==> src/sv/rsfa_pkg.sv <==
// ---------------------------------------------------------------------------
// RAM and swap frame allocator package
// Shared constants, codes and transaction types for the frame allocator.
// ---------------------------------------------------------------------------
package rsfa_pkg;

	localparam int RAM_DEPTH  = 1024;
	localparam int SWAP_DEPTH = 4096;
	localparam int SLOT_COUNT = 128;
	localparam int OWNER_BITS = 12;

	localparam int TAG_W      = OWNER_BITS + 1;
	localparam int RAM_AW     = $clog2(RAM_DEPTH);
	localparam int SWAP_AW    = $clog2(SWAP_DEPTH);
	localparam int SLOT_AW    = $clog2(SLOT_COUNT);
	localparam int IDX_W      = SWAP_AW + 1;
	localparam int RAM_CNT_W  = 11;
	localparam int SWAP_CNT_W = 13;
	localparam int ACT_W      = 8;
	localparam int SEQ_W      = 32;
	localparam int PAGE_W     = 17;
	localparam int SIZE_W     = 8;
	localparam int DVD_W      = 19;
	localparam int CFG_IDX_W  = 2;

	localparam logic [1:0] CMD_CREATE      = 2'd0;
	localparam logic [1:0] CMD_KILL_SLOT   = 2'd1;
	localparam logic [1:0] CMD_KILL_OLDEST = 2'd2;
	localparam logic [1:0] CMD_UNUSED      = 2'd3;

	localparam logic [2:0] ST_CREATED    = 3'd0;
	localparam logic [2:0] ST_NO_SLOT    = 3'd1;
	localparam logic [2:0] ST_NO_MEMORY  = 3'd2;
	localparam logic [2:0] ST_TERMINATED = 3'd3;
	localparam logic [2:0] ST_NOTHING    = 3'd4;

	localparam logic [CFG_IDX_W-1:0] CFG_RAM_FRAMES  = 2'd0;
	localparam logic [CFG_IDX_W-1:0] CFG_SWAP_FRAMES = 2'd1;
	localparam logic [CFG_IDX_W-1:0] CFG_PAGE_SIZE   = 2'd2;

	typedef struct packed {
		logic [1:0]            cmd;
		logic [OWNER_BITS-1:0] owner_id;
		logic [SIZE_W-1:0]     size_mb;
		logic [6:0]            slot_index;
	} cmd_t;

	typedef struct packed {
		logic [2:0]            status;
		logic [6:0]            slot_out;
		logic [RAM_CNT_W-1:0]  ram_frames_given;
		logic [SWAP_CNT_W-1:0] swap_frames_given;
		logic [RAM_CNT_W-1:0]  ram_used_out;
		logic [SWAP_CNT_W-1:0] swap_used_out;
		logic [ACT_W-1:0]      active_out;
	} rsp_t;

	typedef struct packed {
		logic [OWNER_BITS-1:0] owner;
		logic [RAM_CNT_W-1:0]  ram_cnt;
		logic [SWAP_CNT_W-1:0] swap_cnt;
		logic [SEQ_W-1:0]      birth;
	} slot_t;

	typedef struct packed {
		logic              start;
		logic [DVD_W-1:0]  dividend;
		logic [PAGE_W-1:0] divisor;
	} div_req_t;

endpackage

==> src/sv/rsfa_div.sv <==
// ---------------------------------------------------------------------------
// Page count divider
// Restoring divider that yields one quotient bit per cycle.
// ---------------------------------------------------------------------------
module rsfa_div (
	input  logic                          clk,
	input  logic                          arst_n,
	input  rsfa_pkg::div_req_t            req,
	output logic                          done,
	output logic [rsfa_pkg::DVD_W-1:0]    quotient
);
	import rsfa_pkg::*;

	localparam int CNT_W = $clog2(DVD_W);

	logic              busy_q;
	logic              done_q;
	logic [CNT_W-1:0]  cnt_q;
	logic [DVD_W-1:0]  quo_q;
	logic [PAGE_W-1:0] rem_q;
	logic [PAGE_W-1:0] dvs_q;
	logic [PAGE_W:0]   rem_sh;
	logic [PAGE_W:0]   diff;
	logic              ge;

	assign rem_sh = {rem_q, quo_q[DVD_W-1]};
	assign ge     = rem_sh >= {1'b0, dvs_q};
	assign diff   = rem_sh - {1'b0, dvs_q};

	always_ff @(posedge clk or negedge arst_n) begin
		if (!arst_n) begin
			busy_q <= 1'b0;
			done_q <= 1'b0;
			cnt_q  <= '0;
			quo_q  <= '0;
			rem_q  <= '0;
			dvs_q  <= '0;
		end else begin
			done_q <= 1'b0;
			if (req.start) begin
				busy_q <= 1'b1;
				cnt_q  <= CNT_W'(DVD_W - 1);
				quo_q  <= req.dividend;
				rem_q  <= '0;
				dvs_q  <= req.divisor;
			end else if (busy_q) begin
				rem_q <= ge ? diff[PAGE_W-1:0] : rem_sh[PAGE_W-1:0];
				quo_q <= {quo_q[DVD_W-2:0], ge};
				if (cnt_q == '0) begin
					busy_q <= 1'b0;
					done_q <= 1'b1;
				end else begin
					cnt_q <= cnt_q - 1'b1;
				end
			end
		end
	end

	assign done     = done_q;
	assign quotient = quo_q;

endmodule

==> config.mk <==
export PLATFORM = sky130hd
export DESIGN_NAME = rsfa_div
export DESIGN_NICKNAME = d
export VERILOG_FILES = /design/src/sv/rsfa_pkg.sv /design/src/sv/rsfa_div.sv
export SDC_FILE = /design/constraint.sdc
export NUM_CORES = 1
export LEC_CHECK = 0
export BUFFER_PORTS_ARGS = -buffer_cell sky130_fd_sc_hd__buf_2
export CORE_MARGIN = 5
export CORE_UTILIZATION = 25
export CTS_CLUSTER_DIAMETER = 120
export DETAILED_ROUTE_END_ITERATION = 16
export PLACE_DENSITY = 0.53
export SYNTH_ARGS = -nofsm -noshare
export SYNTH_HDL_FRONTEND = slang
export SYNTH_SLANG_ARGS = --single-unit
==> constraint.sdc <==
create_clock -name clk -period 2.38 [get_ports clk]
set_input_delay 0.714 -clock clk [delete_from_list [all_inputs] [get_ports clk]]
set_output_delay 0.714 -clock clk [all_outputs]
set_load 0.005 [all_outputs]
* Word level (Yosys, flattened, before mapping)
Index checks and enable logic that the tools add are counted.
Widths: inputs -> output; s select.
** Word-level totals
- Bits in latches :: 0
- Output and inout bits :: 20
- Bits in writable memories :: 0
- Bits in read-only memories :: 0
- Register bits :: 60
- Memories :: 0
** Operators by class
- Muxes and demuxes :: 14
- Reduce and logical (&&, ||, !) cells :: 3
- $add $sub $neg :: 2
- Div/mod/pow operators :: 0
- Bitwise operators :: 0
- Eq/ne operators :: 1
- Shift operators :: 0
- Order comparisons :: 1
- $mul :: 0
** Operators with widths (number)
- $mux 17 :: 3
- $mux 19 :: 2
- $ge 18x17->1 :: 1
- $sub 17x17->17 :: 1
- $mux 5 :: 3
- $mux 1 :: 6
- $logic_not 5->1 :: 1
- $sub 5x1->5 const B :: 1
- $ne 2x2->1 const B :: 1
- $reduce_and 2->1 :: 1
- $reduce_bool 2->1 :: 1

* Depth between registers and ports, before layout
- Depth after elaboration :: 4
- Depth in mapped cells :: 13

* Worst setup path after synthesis
OpenSTA, ideal clock, no wires.
- Kind :: register -> register
- From :: register quo_q[18] (netlist: quotient[18])
- To :: register rem_q[14]
- Cell stages (with the launch flop) :: 13
- Buffers on the path :: 2
- Data required time :: 2.281 ns
- Setup slack :: -0.304 ns
- Library setup time :: 0.099 ns
- Data arrival time :: 2.585 ns
- Cells stage by stage :: dfrtp_1 inv_1 ha_1 fa_1 nand2b_1 a21oi_1 or2_1 clkbuf_1 o211ai_1 and3_1 buf_6 or3b_1 a311oi_1
** On the way
- Cells in the longest elaborated chain, start to end :: 4
** RTL lines
- start: declaration :: line rsfa_div.sv:19 : logic [DVD_W-1:0] quo_q;
- start signal: assignment :: line rsfa_div.sv:43 : quo_q <= req.dividend;
- start signal: assignment :: line rsfa_div.sv:48 : quo_q <= {quo_q[DVD_W-2:0], ge};
- $sub 17x17->17 / $ge 18x17->1 (equally long branches) :: line rsfa_div.sv:28, rsfa_div.sv:27
- $mux 17 (*) :: line rsfa_div.sv:47 : rem_q <= ge ? diff[PAGE_W-1:0] : rem_sh[PAGE_W-1:0];
- $mux 17 (*) :: line rsfa_div.sv:46 : end else if (busy_q) begin
- $mux 17 (*) :: line rsfa_div.sv:40 : if (req.start) begin
- end signal: assignment :: line rsfa_div.sv:47
- end: declaration :: line rsfa_div.sv:20 : logic [PAGE_W-1:0] rem_q;
Every way passes the cells marked *; elsewhere a longest branch is shown, timed or not. The select of a mux whose other input is x is not followed.
A chain may end at the register's enable or synchronous reset.

* Final worst setup path
- From :: register dvs_q[0]
- To :: register rem_q[14]
** On the way
- Cells in the longest elaborated chain, start to end :: 4
** RTL lines
- start: declaration :: line rsfa_div.sv:21 : logic [PAGE_W-1:0] dvs_q;
- start signal: assignment :: line rsfa_div.sv:45 : dvs_q <= req.divisor;
- $sub 17x17->17 / $ge 18x17->1 (equally long branches) :: line rsfa_div.sv:28, rsfa_div.sv:27
- $mux 17 (*) :: line rsfa_div.sv:47
- $mux 17 (*) :: line rsfa_div.sv:46
- $mux 17 (*) :: line rsfa_div.sv:40
Marks and branches as above.

==> flow_metrics.py <==
metrics = {
    "setup_path": {
        "worstSetupPathType": "reg -> reg",
        "worstPathRequired_ns": 2.62,
        "crit_slowest_cell": "dfrtp_1",
        "critical_path.max_fanout": 7,
        "cp_data_arrival_time_ns": 2.63,
        "cp.buffers_inverters": 0,
        "crit_family": "simple AND/OR/NAND/NOR gates",
        "crit_path_cell_trace": "ha_4, fa_2, nand2b_4, a21oi_2, or2_1, o211ai_1, and3_4, or3b_1, a311oi_2",
        "cp-end-kind": "flop",
        "slowest_delay_ns": 0.40,
        "startpoint_type": "flop",
    },
    "clock_network": {
        "cts.sinks": 60,
        "numCtsBuffers": 9,
        "clk_pin_slew_worst_paths_ns": 0.06,
        "cts_tree": "done",
        "clockBufferDepth": 2,
        "clkLatencyLatePin_ns": 0.33,
        "cts-root-buf": "clkbuf_16",
        "htree_levels": 3,
    },
    "die": {
        "io_pins": 59,
        "die_y_um": 129,
        "core-area_mm2": 0.0139,
        "die_area_mm2": 0.0166,
        "die_w_um": 129,
        "fp-row-count": 43,
        "initial_core_util_pct": 25.5,
    },
    "detailed_routing": {
        "drtIter0Drc": 141,
        "ant_nets": 0,
        "vias": 2996,
        "drc_errors": 0,
        "routedWlPerCell_um": 13.3,
        "firstDrtPassIters": 4,
        "viasPerCell": 4.50,
        "wl_um": 8860,
    },
    "synthesis": {
        "synth_flop_cell": "dfrtp_1",
        "synth.area.top_cells": "dfrtp_1 42%, nand2_1 6.9%, o21ai_0 6.8%",
        "async_reset_ff_share_pct": 100,
        "synthTopCellsByCount": "65 x nand2_1, 60 x dfrtp_1, 48 x o21ai_0, 25 x inv_1, 22 x nor2_1",
        "synth_warnings": 0,
        "synth_nets": 447,
        "postSynthCellCount": 388,
        "seq_area_frac_synth_pct": 42.5,
        "ys_seq_elements": 60,
        "ys_types": 48,
        "syn_area_mm2": 0.00353,
        "yosys.area.top_type": "dfrtp_1",
        "synth_most_common_cell": "nand2_1",
        "yosys.area.top_type_share_pct": 42.5,
        "syn_area_per_cell_um2": 9.11,
        "synth-edff-count": 0,
    },
    "power_and_ir_drop": {
        "p_total_mw": 4.22,
        "p_leak_nw": 2.36,
        "peakVddDrop_mv": 0.423,
        "power.density_mw_per_mm2": 892,
    },
    "sta": {
        "slew_violations": 0,
        "hold_slack_ns": 0.366,
        "setup_ws_ns": -0.00482,
        "tightest_slew_ns": 0.556,
        "fin_crit_ns": 2.38,
        "relSlewSlack_pct": 62.9,
        "hold_viol_final": 0,
        "rsz0062_at_grt": "yes",
        "post-route-period-util_pct": 100,
        "setup_violations": 1,
        "clock_skew_ns": 0.00537,
        "setup_tns_ns": -0.00482,
        "max_freq_ghz": 0.419,
    },
    "grt": {
        "grt_pass1_vias": 3041,
        "grt_max_degree": 54,
        "grt_pass1_wl_um": 15100,
        "grt-ovfl-total": 0,
        "grt_use_total_pct": 11.3,
        "antenna_found_initial": 0,
    },
    "status": {
        "violations": "negative setup slack",
        "run_status": "finished with violations",
    },
    "finish": {
        "layout.nets": 540,
        "final_core_util_pct": 34.1,
        "drive_above_1_share_pct": 32.7,
        "final_cell_area_mm2": 0.00473,
        "syn2layout_area_growth_pct": 33.9,
        "num_antenna_cells": 0,
        "stdcell_count": 666,
    },
    "placed_design": {
        "gp_congestion": 0.846,
        "pre_cts_ws_ns": -0.226,
        "dpl-instance-area_mm2": 0.00432,
        "dp_hpwl_um": 6570,
        "io_buffers": 58,
        "post-place-cells": 646,
    },
    "run": {
        "cap_violations": 0,
    },
    "min_path": {
        "hp-class": "in -> async",
    },
}
where the power goes:
part / leakage [nW] / internal [mW] / switching, mW
Clock: 0.136 / 0.708 / 0.496
Combinational: 1.48 / 0.873 / 0.847
Sequential: 0.749 / 1.18 / 0.117
cell families (layout without fill, tap and decap cells):
logic type | Yosys count | after routing | synth area share [%]
AND/OR/NAND/NOR | 123 | 123 | 15.6
AO/OA/AOI/OAI | 101 | 101 | 18.6
flip-flops | 60 | 60 | 42.5
buffers and inverters | 47 | 145 | 5.91
multiplexers | 22 | 22 | 6.34
adder cells (fa/ha/maj) | 20 | 20 | 7.29
XOR/XNOR | 15 | 15 | 3.72
timing repair:
item                       4_1_cts  5_1_grt
hold buffers                     0        0
gates cloned                     0        0
pin swaps                       15       19
gates resized for setup         16       13
setup endpoints to repair       15       17
setup buffers                    1        3
state kept, by name (all words and copies together), names as in the netlist:
| name | cells |
|---|---|
| dvs_q | 17 |
| quotient | 19 |
| done | 1 |
| rem_q | 17 |
| busy_q | 1 |
| cnt_q | 5 |
metal layers:
metal | GRT usage [%] | up-vias | share of wire (%)
met2 | 17.8 | 34 | 49
li1 | - | 1537 | -
met1 | 14.8 | 1416 | 46
met3 | 3.20 | 9 | 3.2
met4 | 3.89 | 0 | 1.6
met5 | 0 | - | 0
cell usage in the layout (no fill, tap or decap), types with 3 or more instances in the layout:
| master | count |
|---|---|
| inv_1 | 20 |
| xor2_1 | 7 |
| xnor2_1 | 8 |
| mux2i_1 | 19 |
| buf_2 | 58 |
| nor4_1 | 4 |
| ha_1 | 14 |
| a311oi_1 | 8 |
| nand2b_1 | 5 |
| nor2b_1 | 3 |
| ha_4 | 5 |
| clkbuf_16 | 9 |
| nor2_1 | 22 |
| buf_6 | 3 |
| clkinv_4 | 3 |
| buf_4 | 42 |
| a21oi_1 | 12 |
| o21ai_0 | 48 |
| nand3_1 | 7 |
| nand2_2 | 7 |
| inv_2 | 5 |
| a31oi_1 | 6 |
| dfrtp_1 | 59 |
| a21o_1 | 6 |
| a311oi_2 | 3 |
| nand2_1 | 57 |
cell type report:
type                            instances  area [µm²]
Tap cell                              180         225
Multi-Input combinational cell        281        1970
Clock buffer                            9         225
Inverter                               25        93.8
Timing Repair Buffer                  104         659
Sequential cell                        60        1500
Clock inverter                          7        52.6
Fill cell                            1480        9150
final timing paths:
path                                start  cells past startpoint   endpoint  slack [ns]
min in group clk                dvs_q[15]                      2  dvs_q[15]        0.53
worst min register to register  dvs_q[15]                      2  dvs_q[15]        0.53
worst min-delay path               arst_n                      1  dvs_q[11]        0.37
worst max-delay path             dvs_q[0]                      9  rem_q[14]      -0.005
max in group asynchronous          arst_n                      2     busy_q        1.40
worst max register to register   dvs_q[0]                      9  rem_q[14]      -0.005
Power figures use the tool's default switching activity.
